### config.mk
export PLATFORM = sky130hd
export DESIGN_NAME = sql_statement_splitter_top
export DESIGN_NICKNAME = d
export VERILOG_FILES = /design/src/hdl/sqlsplit_pkg.sv /design/src/hdl/sqlsplit_ctrl.sv /design/src/hdl/sqlsplit_dp.sv /design/src/hdl/sql_statement_splitter_top.sv
export VERILOG_INCLUDE_DIRS = /design/src /design/src/hdl
export SDC_FILE = /design/constraint.sdc
export NUM_CORES = 1
export LEC_CHECK = 0
export ABC_AREA = 0
export BUFFER_PORTS_ARGS = -buffer_cell sky130_fd_sc_hd__buf_4
export CAP_MARGIN = 20
export CORE_MARGIN = 8
export CORE_UTILIZATION = 65
export DETAILED_ROUTE_END_ITERATION = 8
export PLACE_DENSITY = 0.88
export RECOVER_POWER = 25
export SLEW_MARGIN = 20
export SYNTH_ARGS = -nofsm -noshare
export SYNTH_HDL_FRONTEND = slang
export SYNTH_SLANG_ARGS = --single-unit
### constraint.sdc
create_clock -name aclk -period 10.35 [get_ports aclk]
set_clock_uncertainty 0.05 [all_clocks]
set_input_delay 2.07 -clock aclk [delete_from_list [all_inputs] [get_ports aclk]]
set_output_delay 2.07 -clock aclk [all_outputs]
set_load 0.05 [all_outputs]
### src/hdl/assert_macros.svh
// Assertion macros shared by the statement splitter modules
`ifndef ASSERT_MACROS_SVH
`define ASSERT_MACROS_SVH

// check a property at every clock edge outside reset
`define SQLSPLIT_ASSERT(label, prop, msg) \
    label: assert property (@(posedge aclk) disable iff (!aresetn) prop) \
        else $error(msg);

// check that a condition holds in the cycle after a trigger
`define SQLSPLIT_ASSERT_NEXT(label, trig, cond, msg) \
    label: assert property (@(posedge aclk) disable iff (!aresetn) (trig) |=> (cond)) \
        else $error(msg);

`endif

### src/hdl/sqlsplit_pkg.sv
// Types, constants and helpers shared by the statement splitter modules
package sqlsplit_pkg;

    localparam int SPACE_DEPTH_DEF = 32;

    localparam logic [7:0] CH_TAB    = 8'h09;
    localparam logic [7:0] CH_LF     = 8'h0A;
    localparam logic [7:0] CH_CR     = 8'h0D;
    localparam logic [7:0] CH_SPACE  = 8'h20;
    localparam logic [7:0] CH_BANG   = 8'h21;
    localparam logic [7:0] CH_DQUOTE = 8'h22;
    localparam logic [7:0] CH_SQUOTE = 8'h27;
    localparam logic [7:0] CH_STAR   = 8'h2A;
    localparam logic [7:0] CH_PLUS   = 8'h2B;
    localparam logic [7:0] CH_DASH   = 8'h2D;
    localparam logic [7:0] CH_SLASH  = 8'h2F;
    localparam logic [7:0] CH_COLON  = 8'h3A;
    localparam logic [7:0] CH_SEMI   = 8'h3B;
    localparam logic [7:0] CH_BSLASH = 8'h5C;

    typedef enum logic [1:0] {
        KIND_BYTE = 2'd0,
        KIND_END  = 2'd1,
        KIND_OVF  = 2'd2
    } kind_t;

    typedef enum logic [2:0] {
        MODE_NORMAL  = 3'd0,
        MODE_LINE_C  = 3'd1,
        MODE_LINE_P  = 3'd2,
        MODE_BLOCK_C = 3'd3,
        MODE_BLOCK_P = 3'd4,
        MODE_SQUOTE  = 3'd5,
        MODE_DQUOTE  = 3'd6
    } mode_t;

    typedef enum logic [2:0] {
        ST_IDLE,
        ST_CHECK,
        ST_FLUSH_RD,
        ST_FLUSH_PUT,
        ST_EMITC,
        ST_END,
        ST_CLOSE
    } state_t;

    typedef enum logic [2:0] {
        SRC_WIN,
        SRC_ACT,
        SRC_BUF,
        SRC_END,
        SRC_OVF
    } src_t;

    typedef struct packed {
        logic in_ready;
        logic release_hold;
        logic apply;
        logic put_en;
        src_t put_src;
        logic set_started;
        logic clr_started;
        logic buf_wr;
        logic clear_space;
        logic flush_rd;
        logic flush_adv;
        logic reset_state;
    } cmd_t;

    typedef struct packed {
        logic in_valid;
        logic can_process;
        logic last;
        logic dec_emit;
        logic dec_end;
        logic c_ws;
        logic started;
        logic space_zero;
        logic space_full;
        logic act_end;
        logic slot_ok;
        logic flush_last;
    } status_t;

    function automatic logic is_ws(input logic [7:0] c);
        return (c == CH_SPACE) || ((c >= CH_TAB) && (c <= CH_CR));
    endfunction

endpackage

### src/hdl/sqlsplit_ctrl.sv
// Sequencing state machine of the statement splitter
`include "assert_macros.svh"

module sqlsplit_ctrl (
    input  logic                 aclk,
    input  logic                 aresetn,
    input  sqlsplit_pkg::status_t sts,
    output sqlsplit_pkg::cmd_t    cmd
);
    import sqlsplit_pkg::*;

    state_t state_reg, state_next;
    logic   flush_case;
    logic   need_res;
    logic   end_ok;

    always_comb begin
        flush_case = sts.dec_emit && !sts.c_ws && !sts.space_zero;
        need_res   = sts.dec_emit && (!sts.c_ws || (sts.started && sts.space_full));
        end_ok     = !sts.started || sts.slot_ok;
    end

    always_comb begin
        state_next = state_reg;
        unique case (state_reg)
            ST_IDLE: begin
                if (sts.in_valid && cmd.in_ready) begin
                    state_next = ST_CHECK;
                end
            end
            ST_CHECK: begin
                if (sts.can_process) begin
                    if (flush_case) begin
                        state_next = ST_FLUSH_RD;
                    end else if (!need_res || sts.slot_ok) begin
                        if (sts.dec_end) begin
                            state_next = ST_END;
                        end else if (sts.last) begin
                            state_next = ST_CHECK;
                        end else begin
                            state_next = ST_IDLE;
                        end
                    end
                end else if (sts.last) begin
                    state_next = ST_CLOSE;
                end else begin
                    state_next = ST_IDLE;
                end
            end
            ST_FLUSH_RD: begin
                state_next = ST_FLUSH_PUT;
            end
            ST_FLUSH_PUT: begin
                if (sts.slot_ok) begin
                    state_next = sts.flush_last ? ST_EMITC : ST_FLUSH_RD;
                end
            end
            ST_EMITC: begin
                if (sts.slot_ok) begin
                    if (sts.act_end) begin
                        state_next = ST_END;
                    end else if (sts.last) begin
                        state_next = ST_CHECK;
                    end else begin
                        state_next = ST_IDLE;
                    end
                end
            end
            ST_END: begin
                if (end_ok) begin
                    state_next = sts.last ? ST_CHECK : ST_IDLE;
                end
            end
            ST_CLOSE: begin
                if (end_ok) begin
                    state_next = ST_IDLE;
                end
            end
            default: state_next = ST_IDLE;
        endcase
    end

    always_comb begin
        cmd = '0;
        cmd.put_src = SRC_WIN;
        unique case (state_reg)
            ST_IDLE: begin
                cmd.in_ready     = !sts.slot_ok ? 1'b0 : 1'b1;
                cmd.release_hold = sts.slot_ok;
            end
            ST_CHECK: begin
                if (sts.can_process) begin
                    if (flush_case) begin
                        cmd.apply = 1'b1;
                    end else if (!need_res || sts.slot_ok) begin
                        cmd.apply = 1'b1;
                        if (sts.dec_emit) begin
                            if (!sts.c_ws) begin
                                cmd.put_en      = 1'b1;
                                cmd.put_src     = SRC_WIN;
                                cmd.set_started = 1'b1;
                            end else if (sts.started) begin
                                if (sts.space_full) begin
                                    cmd.put_en  = 1'b1;
                                    cmd.put_src = SRC_OVF;
                                end else begin
                                    cmd.buf_wr = 1'b1;
                                end
                            end
                        end
                    end
                end
            end
            ST_FLUSH_RD: begin
                cmd.flush_rd = 1'b1;
            end
            ST_FLUSH_PUT: begin
                if (sts.slot_ok) begin
                    cmd.put_en    = 1'b1;
                    cmd.put_src   = SRC_BUF;
                    cmd.flush_adv = 1'b1;
                end
            end
            ST_EMITC: begin
                if (sts.slot_ok) begin
                    cmd.put_en      = 1'b1;
                    cmd.put_src     = SRC_ACT;
                    cmd.set_started = 1'b1;
                    cmd.clear_space = 1'b1;
                end
            end
            ST_END: begin
                if (end_ok) begin
                    cmd.put_en      = sts.started;
                    cmd.put_src     = SRC_END;
                    cmd.clr_started = 1'b1;
                    cmd.clear_space = 1'b1;
                end
            end
            ST_CLOSE: begin
                if (end_ok) begin
                    cmd.put_en      = sts.started;
                    cmd.put_src     = SRC_END;
                    cmd.reset_state = 1'b1;
                end
            end
            default: cmd = '0;
        endcase
    end

    always_ff @(posedge aclk) begin
        if (!aresetn) begin
            state_reg <= ST_IDLE;
        end else begin
            state_reg <= state_next;
        end
    end

    `SQLSPLIT_ASSERT(a_flush_nonempty, (state_reg == ST_FLUSH_RD) |-> !sts.space_zero, "flush of empty buffer")
    `SQLSPLIT_ASSERT(a_close_on_last, (state_reg == ST_CLOSE) |-> sts.last, "close without end of source")
    `SQLSPLIT_ASSERT(a_apply_ready, cmd.apply |-> sts.can_process, "lexer step without lookahead")

endmodule

### src/hdl/sqlsplit_dp.sv
// Lexer, lookahead window, whitespace buffer and output stage of the splitter
`include "assert_macros.svh"

module sqlsplit_dp #(
    parameter int SPACE_DEPTH = sqlsplit_pkg::SPACE_DEPTH_DEF
) (
    input  logic                  aclk,
    input  logic                  aresetn,
    input  sqlsplit_pkg::cmd_t    cmd,
    output sqlsplit_pkg::status_t sts,
    input  logic                  s_tvalid,
    output logic                  s_tready,
    input  logic [7:0]            s_tdata,  // in_byte
    input  logic                  s_tlast,  // end_of_source
    output logic                  m_tvalid,
    input  logic                  m_tready,
    output logic [7:0]            m_tdata,  // out_byte
    output logic [1:0]            m_tuser,  // kind
    output logic                  m_tlast   // last_of_run
);
    import sqlsplit_pkg::*;

    localparam int AW = $clog2(SPACE_DEPTH);
    localparam int CW = $clog2(SPACE_DEPTH + 1);

    logic [7:0]    win_reg [3];
    logic [7:0]    win_next [3];
    logic [1:0]    win_count_reg, win_count_next;
    logic          last_reg, last_next;
    mode_t         mode_reg, mode_next;
    logic          skip_reg, skip_next;
    logic          started_reg, started_next;
    logic [CW-1:0] space_count_reg, space_count_next;
    logic [AW-1:0] rd_idx_reg, rd_idx_next;
    logic [7:0]    rd_data_reg;
    logic [7:0]    act_byte_reg, act_byte_next;
    logic          act_end_reg, act_end_next;
    logic [7:0]    space_mem [SPACE_DEPTH];

    logic          hold_valid_reg, hold_valid_next;
    logic [7:0]    hold_byte_reg, hold_byte_next;
    kind_t         hold_kind_reg, hold_kind_next;
    logic          m_tvalid_reg, m_tvalid_next;
    logic [7:0]    m_tdata_reg, m_tdata_next;
    kind_t         m_kind_reg, m_kind_next;
    logic          m_tlast_reg, m_tlast_next;

    logic          accept;
    logic          out_free;
    logic          slot_ok;
    logic [7:0]    c, n1, n2;
    logic          h1, h2;
    logic          dec_emit, dec_end;
    mode_t         dec_mode;
    logic          dec_skip;
    logic [7:0]    new_byte;
    kind_t         new_kind;

    assign accept   = s_tvalid && cmd.in_ready;
    assign s_tready = cmd.in_ready;
    assign out_free = !m_tvalid_reg || m_tready;
    assign slot_ok  = !hold_valid_reg || out_free;

    assign c  = win_reg[0];
    assign n1 = win_reg[1];
    assign n2 = win_reg[2];
    assign h1 = (win_count_reg >= 2'd2);
    assign h2 = (win_count_reg == 2'd3);

    always_comb begin
        dec_emit = 1'b0;
        dec_end  = 1'b0;
        dec_mode = mode_reg;
        dec_skip = 1'b0;
        if (skip_reg) begin
            case (mode_reg)
                MODE_SQUOTE, MODE_DQUOTE: begin
                    dec_emit = 1'b1;
                end
                MODE_BLOCK_C, MODE_BLOCK_P: begin
                    dec_emit = (mode_reg == MODE_BLOCK_P);
                    if (c == CH_SLASH) begin
                        dec_mode = MODE_NORMAL;
                    end
                end
                default: dec_emit = 1'b0;
            endcase
        end else begin
            case (mode_reg)
                MODE_LINE_C: begin
                    if (c == CH_LF) begin
                        dec_emit = 1'b1;
                        dec_mode = MODE_NORMAL;
                    end
                end
                MODE_LINE_P: begin
                    dec_emit = 1'b1;
                    if (c == CH_LF) begin
                        dec_mode = MODE_NORMAL;
                    end
                end
                MODE_BLOCK_C, MODE_BLOCK_P: begin
                    dec_emit = (mode_reg == MODE_BLOCK_P);
                    dec_skip = (c == CH_STAR) && h1 && (n1 == CH_SLASH);
                end
                MODE_SQUOTE, MODE_DQUOTE: begin
                    dec_emit = 1'b1;
                    if (c == CH_BSLASH) begin
                        dec_skip = 1'b1;
                    end else if (c == ((mode_reg == MODE_SQUOTE) ? CH_SQUOTE : CH_DQUOTE)) begin
                        dec_mode = MODE_NORMAL;
                    end
                end
                default: begin
                    if ((c == CH_SLASH) && h1 && (n1 == CH_STAR)) begin
                        if (h2 && ((n2 == CH_PLUS) || (n2 == CH_BANG))) begin
                            dec_mode = MODE_BLOCK_P;
                            dec_emit = 1'b1;
                        end else begin
                            dec_mode = MODE_BLOCK_C;
                            dec_skip = 1'b1;
                        end
                    end else if ((c == CH_DASH) && h1 && (n1 == CH_DASH)) begin
                        if (h2 && ((n2 == CH_PLUS) || (n2 == CH_BANG))) begin
                            dec_mode = MODE_LINE_P;
                            dec_emit = 1'b1;
                        end else begin
                            dec_mode = MODE_LINE_C;
                        end
                    end else if (c == CH_SQUOTE) begin
                        dec_mode = MODE_SQUOTE;
                        dec_emit = 1'b1;
                    end else if (c == CH_DQUOTE) begin
                        dec_mode = MODE_DQUOTE;
                        dec_emit = 1'b1;
                    end else if (c == CH_SEMI) begin
                        dec_end = 1'b1;
                    end else if ((c == CH_COLON) && h1 && is_ws(n1)) begin
                        dec_emit = 1'b1;
                        dec_end  = 1'b1;
                        dec_skip = 1'b1;
                    end else begin
                        dec_emit = 1'b1;
                    end
                end
            endcase
        end
    end

    always_comb begin
        sts.in_valid    = s_tvalid;
        sts.can_process = h2 || (last_reg && (win_count_reg != 2'd0));
        sts.last        = last_reg;
        sts.dec_emit    = dec_emit;
        sts.dec_end     = dec_end;
        sts.c_ws        = is_ws(c);
        sts.started     = started_reg;
        sts.space_zero  = (space_count_reg == '0);
        sts.space_full  = (space_count_reg == CW'(SPACE_DEPTH));
        sts.act_end     = act_end_reg;
        sts.slot_ok     = slot_ok;
        sts.flush_last  = ((CW'(rd_idx_reg) + CW'(1)) == space_count_reg);
    end

    always_comb begin
        win_next         = win_reg;
        win_count_next   = win_count_reg;
        last_next        = last_reg;
        mode_next        = mode_reg;
        skip_next        = skip_reg;
        started_next     = started_reg;
        space_count_next = space_count_reg;
        rd_idx_next      = rd_idx_reg;
        act_byte_next    = act_byte_reg;
        act_end_next     = act_end_reg;
        if (accept) begin
            win_next[win_count_reg] = s_tdata;
            win_count_next          = win_count_reg + 2'd1;
            last_next               = s_tlast;
        end
        if (cmd.apply) begin
            win_next[0]    = win_reg[1];
            win_next[1]    = win_reg[2];
            win_count_next = win_count_reg - 2'd1;
            mode_next      = dec_mode;
            skip_next      = dec_skip;
            act_byte_next  = c;
            act_end_next   = dec_end;
            rd_idx_next    = '0;
        end
        if (cmd.buf_wr) begin
            space_count_next = space_count_reg + CW'(1);
        end
        if (cmd.flush_adv) begin
            rd_idx_next = rd_idx_reg + AW'(1);
        end
        if (cmd.set_started) begin
            started_next     = 1'b1;
            space_count_next = '0;
        end
        if (cmd.clr_started) begin
            started_next = 1'b0;
        end
        if (cmd.clear_space) begin
            space_count_next = '0;
        end
        if (cmd.reset_state) begin
            win_count_next   = '0;
            last_next        = 1'b0;
            mode_next        = MODE_NORMAL;
            skip_next        = 1'b0;
            started_next     = 1'b0;
            space_count_next = '0;
        end
    end

    always_comb begin
        new_byte = 8'd0;
        new_kind = KIND_BYTE;
        case (cmd.put_src)
            SRC_WIN: new_byte = c;
            SRC_ACT: new_byte = act_byte_reg;
            SRC_BUF: new_byte = rd_data_reg;
            SRC_END: new_kind = KIND_END;
            SRC_OVF: new_kind = KIND_OVF;
            default: new_byte = 8'd0;
        endcase
    end

    always_comb begin
        hold_valid_next = hold_valid_reg;
        hold_byte_next  = hold_byte_reg;
        hold_kind_next  = hold_kind_reg;
        m_tdata_next    = m_tdata_reg;
        m_kind_next     = m_kind_reg;
        m_tlast_next    = m_tlast_reg;
        m_tvalid_next   = m_tvalid_reg && !m_tready;
        if (cmd.put_en) begin
            if (hold_valid_reg) begin
                m_tvalid_next = 1'b1;
                m_tdata_next  = hold_byte_reg;
                m_kind_next   = hold_kind_reg;
                m_tlast_next  = 1'b0;
            end
            hold_valid_next = 1'b1;
            hold_byte_next  = new_byte;
            hold_kind_next  = new_kind;
        end else if (cmd.release_hold && hold_valid_reg) begin
            m_tvalid_next   = 1'b1;
            m_tdata_next    = hold_byte_reg;
            m_kind_next     = hold_kind_reg;
            m_tlast_next    = 1'b1;
            hold_valid_next = 1'b0;
        end
    end

    always_ff @(posedge aclk) begin
        if (cmd.buf_wr) begin
            space_mem[space_count_reg[AW-1:0]] <= c;
        end
        if (cmd.flush_rd) begin
            rd_data_reg <= space_mem[rd_idx_reg];
        end
    end

    always_ff @(posedge aclk) begin
        win_reg       <= win_next;
        rd_idx_reg    <= rd_idx_next;
        act_byte_reg  <= act_byte_next;
        act_end_reg   <= act_end_next;
        hold_byte_reg <= hold_byte_next;
        hold_kind_reg <= hold_kind_next;
        m_tdata_reg   <= m_tdata_next;
        m_kind_reg    <= m_kind_next;
        m_tlast_reg   <= m_tlast_next;
    end

    always_ff @(posedge aclk) begin
        if (!aresetn) begin
            win_count_reg   <= '0;
            last_reg        <= 1'b0;
            mode_reg        <= MODE_NORMAL;
            skip_reg        <= 1'b0;
            started_reg     <= 1'b0;
            space_count_reg <= '0;
            hold_valid_reg  <= 1'b0;
            m_tvalid_reg    <= 1'b0;
        end else begin
            win_count_reg   <= win_count_next;
            last_reg        <= last_next;
            mode_reg        <= mode_next;
            skip_reg        <= skip_next;
            started_reg     <= started_next;
            space_count_reg <= space_count_next;
            hold_valid_reg  <= hold_valid_next;
            m_tvalid_reg    <= m_tvalid_next;
        end
    end

    assign m_tvalid = m_tvalid_reg;
    assign m_tdata  = m_tdata_reg;
    assign m_tuser  = m_kind_reg;
    assign m_tlast  = m_tlast_reg;

    `SQLSPLIT_ASSERT(a_win_room, accept |-> (win_count_reg != 2'd3), "item accepted into full window")
    `SQLSPLIT_ASSERT(a_space_bound, space_count_reg <= CW'(SPACE_DEPTH), "whitespace count past depth")
    `SQLSPLIT_ASSERT(a_put_slot, cmd.put_en |-> slot_ok, "result produced without a free slot")
    `SQLSPLIT_ASSERT_NEXT(a_hold_kept, hold_valid_reg && !out_free, hold_valid_reg, "held result lost")

endmodule

### src/hdl/sql_statement_splitter_top.sv
// A result waits in a hold register and moves to the m_tvalid register when the next result
// is made, or with last_of_run set when released in IDLE. Per byte: accept in IDLE, then a lexer
// step in CHECK with at most one result; bytes are accepted only in IDLE, and puts wait for a
// free output slot. Each flushed space takes a registered read and a put, then the byte after
// them is put; END follows an end of statement; at end_of_source all bytes step, then CLOSE.
// Reset: synchronous active-low aresetn; the whitespace buffer gets no clearing pass.
module sql_statement_splitter_top #(
    parameter int SPACE_DEPTH = sqlsplit_pkg::SPACE_DEPTH_DEF
) (
    input  logic       aclk,
    input  logic       aresetn,
    input  logic       s_tvalid,
    output logic       s_tready,
    input  logic [7:0] s_tdata,   // in_byte
    input  logic       s_tlast,   // end_of_source
    output logic       m_tvalid,
    input  logic       m_tready,
    output logic [7:0] m_tdata,   // out_byte
    output logic [1:0] m_tuser,   // kind
    output logic       m_tlast    // last_of_run
);
    import sqlsplit_pkg::*;

    cmd_t    cmd;
    status_t sts;

    sqlsplit_ctrl u_ctrl (
        .aclk    (aclk),
        .aresetn (aresetn),
        .sts     (sts),
        .cmd     (cmd)
    );

    sqlsplit_dp #(
        .SPACE_DEPTH (SPACE_DEPTH)
    ) u_dp (
        .aclk     (aclk),
        .aresetn  (aresetn),
        .cmd      (cmd),
        .sts      (sts),
        .s_tvalid (s_tvalid),
        .s_tready (s_tready),
        .s_tdata  (s_tdata),
        .s_tlast  (s_tlast),
        .m_tvalid (m_tvalid),
        .m_tready (m_tready),
        .m_tdata  (m_tdata),
        .m_tuser  (m_tuser),
        .m_tlast  (m_tlast)
    );

endmodule

==> metrics.csv, run 1 <==
stage,metric,value,unit
synth,largest family of logic cells by synthesized area,multiplexers,
clock_tree,"Reg clk slew, reported paths",60,ps
setup_path,crit path launch type,primary input,
synth,Synth Area in Compound Gates,0.0501,
finish,number of flip-flops in the largest register,256,
placed_design,global placer's final weighted congestion,0.890,
sta,minimum clock period,5160,ps
finish,Layout Cells excl Fill,1150,
synth,ys flop type,edfxtp_1,
synth,post-synth top area cell,edfxtp_1,
power,PwrDens,182,nW/um^2
routing,Vias,8145,
routing,vias per std cell,7.08,
sta,Final TNS setup,0,ps
floorplanning,number of placed I/O pins,26,
finish,Diodes inserted,0,
clock_tree,CTS Buf Count,35,
synth,area share of the largest cell type after synthesis,0.676,
synth,post-synthesis mux area share,0.138,
global_routing,largest net degree at the start of global routing,39,
sta,final setup violation count,0,
sta,"Hold Vio Cnt, Final",0,
synth,"count leader, synth",edfxtp_1,
setup_path,kind of critical path,in2out,
run,max cap viols,0,
synth,count of cell types in the netlist,72,
sta,max_slew headroom,0.183,
routing,First-pass DRT Iterations,5,
finish,fin area,15900,sq um
placed_design,cell area after placement,14800,sq um
setup_path,CP Data Required Time,8230,ps
floorplanning,Die ar.,27100,sq um
synth,XOR/XNOR Fraction of Synth Area,0.00855,
finish,Nets,868,
clock_tree,H-tree Lvls,2,
clock_tree,CTS tree,done,
floorplanning,Die X,165,um
placed_design,post-DP HPWL,19400,um
clock_tree,# clock sinks,342,
floorplanning,Initial Utilization,0.659,
synth,post-synthesis sequential area ratio,0.703,
global_routing,wire length of the first global-routing pass,49700,um
placed_design,# port buffers,25,
clock_tree,Post-CTS Setup Bufs,0,
finish,Layout area overhead,10.7,%
sta,RSZ-0062 raised after global routing,false,
floorplanning,core area,21800,sq um
hold_path,Worst Hold Class,reg2reg,
sta,Tightest Pin Transition,1230,ps
sta,"Slew Viols, Final",0,
power,largest vdd supply drop,0.129,mV
synth,Synth Area in Simple Gates,0.0770,
sta,Final Cycle Share,0.499,
setup_path,worst-path fanout max,10,
finish,layout cells sized above 1,0.221,
routing,final WL,33200,um
routing,final antenna-violating net count,0,
clock_tree,root buffer selected by CTS,clkbuf_16,
placed_design,post-placement cell count,1085,
setup_path,arrival time worst endpoint,3040,ps
synth,adder-cell share of the synthesized area,0.00855,
status,status,completed,
synth,Synth top cells by count,"edfxtp_1, mux4_2, nor2_1",
synth,mean post-synth cell area,17.7,sq um
synth,Post-Synthesis Cells,809,
clock_tree,Clock Latency Late Sink,510,ps
synth,Synth area leaders,"edfxtp_1, mux4_2, dfxtp_1, nor2_1, a22o_1",
power,leakage,5.14,nW
clock_tree,CTS Hold Buffers Added,0,
setup_path,CP Capture Type,output pin,
floorplanning,Die Y,165,um
clock_tree,post-cts resize count,0,
clock_tree,Max Root-Sink Buffers,3,
synth,Yosys reg bits,342,
global_routing,vias in the first global route,8173,
synth,Synth warnings,0,
synth,Synth Cell Area,14300,sq um
sta,Max Fclk,194,MHz
global_routing,Total GRT Usage,0.248,
synth,Post-synth EDFFs,323,
routing,DRC viols,0,
synth,asr flop ratio synth,0,
floorplanning,row cnt,54,
global_routing,final global-route overflow total,0,
global_routing,antenna violations before repair,0,
routing,Starting DRT DRC Count,1078,
synth,syn nets,831,
routing,Wirelength per Cell,28.8,um
==> worst max-delay path, stage by stage <==
cell	delay, ps
buf_4	80
and3b_1	270
nor2_1	340
buf_4	270
==> per-layer routing <==
layer | part of all wire | vias to the layer above | routed length [um] | global-route usage
li1 | - | 3388 | - | -
met1 | 0.37 | 4107 | 12400 | 0.328
met2 | 0.49 | 545 | 16300 | 0.408
met3 | 0.095 | 105 | 3160 | 0.0464
met4 | 0.038 | 0 | 1280 | 0.0897
met5 | 0 | - | 0 | 0
==> layout make-up <==
class	count	area, sq um
Inverter	13	48.8
Sequential cell	342	10100
Multi-Input combinational cell	414	4060
Tap cell	280	350
Timing Repair Buffer	40	297
Fill cell	1230	5870
Clock inverter	19	143
Clock buffer	42	902
==> power breakdown <==
part	switching [mW]	total (mW)	internal [mW]
Clock	0.512	1.18	0.671
Sequential	0.0325	1.58	1.55
Combinational	0.0850	0.132	0.0472
==> worst paths after layout <==
check	end	start	slack [ps]	cells past startpoint
worst min-delay path	u_dp.m_tdata[4]	u_dp.hold_byte_reg[4]	370	0
worst min register to register	u_dp.m_tdata[4]	u_dp.hold_byte_reg[4]	370	0
worst max-delay path	s_tready	m_tready	5190	4
worst max register to register	u_dp.space_mem[16][5]	u_dp.c[1]	5610	7
==> logic make-up after synthesis <==
group / after synthesis
compound gates: 91
simple gates: 202
fa+ha+maj: 10
flops: 342
xor+xnor: 14
mux: 97
buf+inv: 53
==> cells in the final DEF, fill, tap and decap left out, drive strengths merged, types with 4 or more instances in the layout <==
| master | synthesis | layout |
|---|---|---|
| a211oi | 6 | 6 |
| a21o | 5 | 5 |
| a21oi | 10 | 10 |
| a22o | 21 | 21 |
| a31oi | 6 | 6 |
| and3 | 4 | 4 |
| buf | 12 | 37 |
| clkbuf | 28 | 45 |
| clkinv | 0 | 14 |
| dfxtp | 19 | 19 |
| edfxtp | 323 | 323 |
| ha | 9 | 9 |
| inv | 13 | 14 |
| mux2 | 10 | 10 |
| mux2i | 7 | 7 |
| mux4 | 80 | 80 |
| nand2 | 32 | 32 |
| nand2b | 7 | 7 |
| nand3 | 13 | 13 |
| nand3b | 6 | 6 |
| nand4 | 4 | 4 |
| nor2 | 65 | 65 |
| nor2b | 6 | 6 |
| nor3 | 16 | 16 |
| nor4 | 6 | 6 |
| o21ai | 7 | 7 |
| o22ai | 4 | 4 |
| or2 | 4 | 4 |
| or3 | 6 | 6 |
| or4 | 5 | 5 |
| or4b | 4 | 4 |
| xnor2 | 5 | 5 |
| xor2 | 9 | 9 |
==> stage by stage <==
step,total power [mW],util,worst slack [ps],hold slack [ps]
finish,2.90,0.730,5190,369
global route,2.97,0.730,5130,374
CTS,2.90,0.728,5210,369
detailed placement,1.74,0.680,5220,355
global placement,1.73,0.680,5250,353
floorplan,1.68,-,5030,350
No activity file was read; power rests on OpenSTA's default activity.
==> run 2, diff against run 1 <==
--- a/config.mk
+++ b/config.mk
@@ -10,9 +10,9 @@
 export BUFFER_PORTS_ARGS = -buffer_cell sky130_fd_sc_hd__buf_4
 export CAP_MARGIN = 20
 export CORE_MARGIN = 8
-export CORE_UTILIZATION = 65
+export CORE_UTILIZATION = 62
 export DETAILED_ROUTE_END_ITERATION = 8
-export PLACE_DENSITY = 0.88
+export PLACE_DENSITY = 0.85
 export RECOVER_POWER = 25
 export SLEW_MARGIN = 20
 export SYNTH_ARGS = -nofsm -noshare
==> constraint.sdc (replaced) <==
create_clock -name aclk -period 5.05 [get_ports aclk]
set_clock_uncertainty 0.05 [all_clocks]
set_input_delay 1.01 -clock aclk [delete_from_list [all_inputs] [get_ports aclk]]
set_output_delay 1.01 -clock aclk [all_outputs]
set_load 0.05 [all_outputs]
==> run 2 against run 1 <==
  * Setup slack got worse by 4600 ps
  * The run now ends with max-capacitance violations, max-slew violations left
  * Critical path depth grew 2
  * Global-route usage decreased by 0.39 points
  * Largest cell class unchanged
  * Critical path type is now reg2reg
  * Register-to-register slack worse by 5000 ps
  * Non-clock buffer count is 2 higher
  * Sequential power grew 100%
  * Clock power increased by 130%
  * Die area up 4.4%
  * Count of clock-buffer cells in the layout did not move
  * Final cell count rose by 0.61%
  * Design area up 1.1%
  * Highest routed layer is now met5
==> metrics.csv, run 2 (synthesized netlist as in run 1, its figures left out) <==
stage,metric,value,unit
clock_tree,Max Root-Sink Buffers,3,
sta,final setup margin,621,ps
finish,most frequent cells in the layout,"edfxtp_1, mux4_2, nor2_1",
routing,DRC viols,0,
placed_design,post-DP HPWL,20600,um
sta,Final Cycle Share,0.877,
clock_tree,H-tree Lvls,2,
routing,Starting DRT DRC Count,1183,
placed_design,global placer's final weighted congestion,0.948,
finish,Layout area overhead,12.0,%
finish,number of flip-flops in the largest register,256,
clock_tree,CTS Hold Buffers Added,0,
clock_tree,post-cts resize count,0,
placed_design,# port buffers,25,
power,largest vdd supply drop,0.345,mV
routing,final antenna-violating net count,0,
sta,Max Fclk,226,MHz
sta,RSZ-0062 raised after global routing,false,
global_routing,antenna violations before repair,3,
routing,vias per std cell,7.17,
global_routing,vias in the first global route,8229,
clock_tree,Post-CTS Setup Bufs,0,
routing,Met2 Routed Length,16500,um
sta,Final TNS setup,0,ps
routing,met3 wire length,3830,um
floorplanning,Die X,168,um
setup_path,worst-path fanout max,36,
global_routing,wire length of the first global-routing pass,51500,um
floorplanning,core area,22700,sq um
routing,First-pass DRT Iterations,6,
finish,layout cells sized above 1,0.221,
status,status,"complete, but fails checks",
floorplanning,Die Y,168,um
finish,Diodes inserted,0,
setup_path,crit path launch type,register,
finish,Nets,869,
routing,top sig layer,met5,
finish,"leading cell type in the layout, fill and taps excluded",edfxtp_1,
floorplanning,Initial Utilization,0.632,
floorplanning,number of placed I/O pins,26,
sta,max_slew headroom,-0.327,
sta,"Slew Viols, Final",37,
hold_path,Worst Hold Class,reg2reg,
global_routing,largest net degree at the start of global routing,69,
clock_tree,Clock Latency Late Sink,510,ps
setup_path,CP Capture Type,register,
power,Tot Pwr,6.29,mW
sta,"Hold Vio Cnt, Final",0,
sta,minimum clock period,4430,ps
power,PwrDens,391,nW/um^2
setup_path,kind of critical path,reg2reg,
sta,Tightest Pin Transition,1990,ps
power,leakage,5.22,nW
clock_tree,CTS tree,done,
sta,final setup violation count,0,
clock_tree,CTS Buf Count,34,
placed_design,pre-CTS setup slack,985,ps
routing,metal1 wirelength,12500,um
routing,Wirelength per Cell,29.7,um
floorplanning,Die ar.,28300,sq um
clock_tree,root buffer selected by CTS,clkbuf_16,
global_routing,Total GRT Usage,0.244,
global_routing,final global-route overflow total,0,
floorplanning,row cnt,55,
setup_path,CP Data Required Time,5200,ps
routing,final WL,34400,um
routing,Vias,8294,
finish,utilization after layout,0.707,
run,max cap viols,1,
clock_tree,# clock sinks,342,
status,failing checks,"max-capacitance violations, max-slew violations",
clock_tree,"Reg clk slew, reported paths",60,ps
setup_path,arrival time worst endpoint,4570,ps
-- run 2: changes by cell type in the layout (fill, tap and decap cells not counted), moves of 2 or more --
cell / delta
buf_12: +2
bufinv_16: +6
clkinv_1: -6
clkinvlp_4: -2
buf_4: -6
clkbuf_1: +6
-- run 2: where the power goes --
group | internal, mW | switching, mW | leakage [nW] | total (mW)
combinational | 0.0964 | 0.218 | 1.54 | 0.315
sequential | 3.18 | 0.0341 | 3.08 | 3.21
clock | 1.70 | 1.06 | 0.596 | 2.76
-- run 2: layout make-up --
type,count,area [sq um]
multi-input combinational,414,4060
clock inverter,19,303
fill,1304,6650
sequential,342,10100
timing repair buffer,42,303
inverter,13,48.8
clock buffer,42,912
tap,285,357
-- run 2: path summary, 6_finish.rpt --
kind         cells past startpoint         endpoint  slack [ps]                   from
min                              0  u_dp.m_tdata[7]         370  u_dp.hold_byte_reg[7]
max reg2reg                      6        u_dp.c[5]         620              u_dp.c[4]
min reg2reg                      0  u_dp.m_tdata[7]         370  u_dp.hold_byte_reg[7]
max                              6        u_dp.c[5]         620              u_dp.c[4]
-- run 2: critical path: stages (launching register included) --
cell and delay [ps]:
edfxtp_1 420, clkbuf_1 1450, nand3_1 370, nor3_1 490
or3_1 330, o41a_1 640, or2_2 350
-- run 2: per-stage QoR --
stage                     hold slack, ps  instances  area (sq um)
after CTS                            371       1157         16100
after global routing                 374       1157         16100
after detailed placement             357       1096         14900
after floorplan                      350        809         14300
after global placement               351       1096         14900
final                                369       1157         16100
-- run 2: metal layers --
layer	track usage	up-vias
li1	-	3373
met1	0.316	4161
met2	0.387	637
met3	0.0624	117
met4	0.108	6
met5	0	-
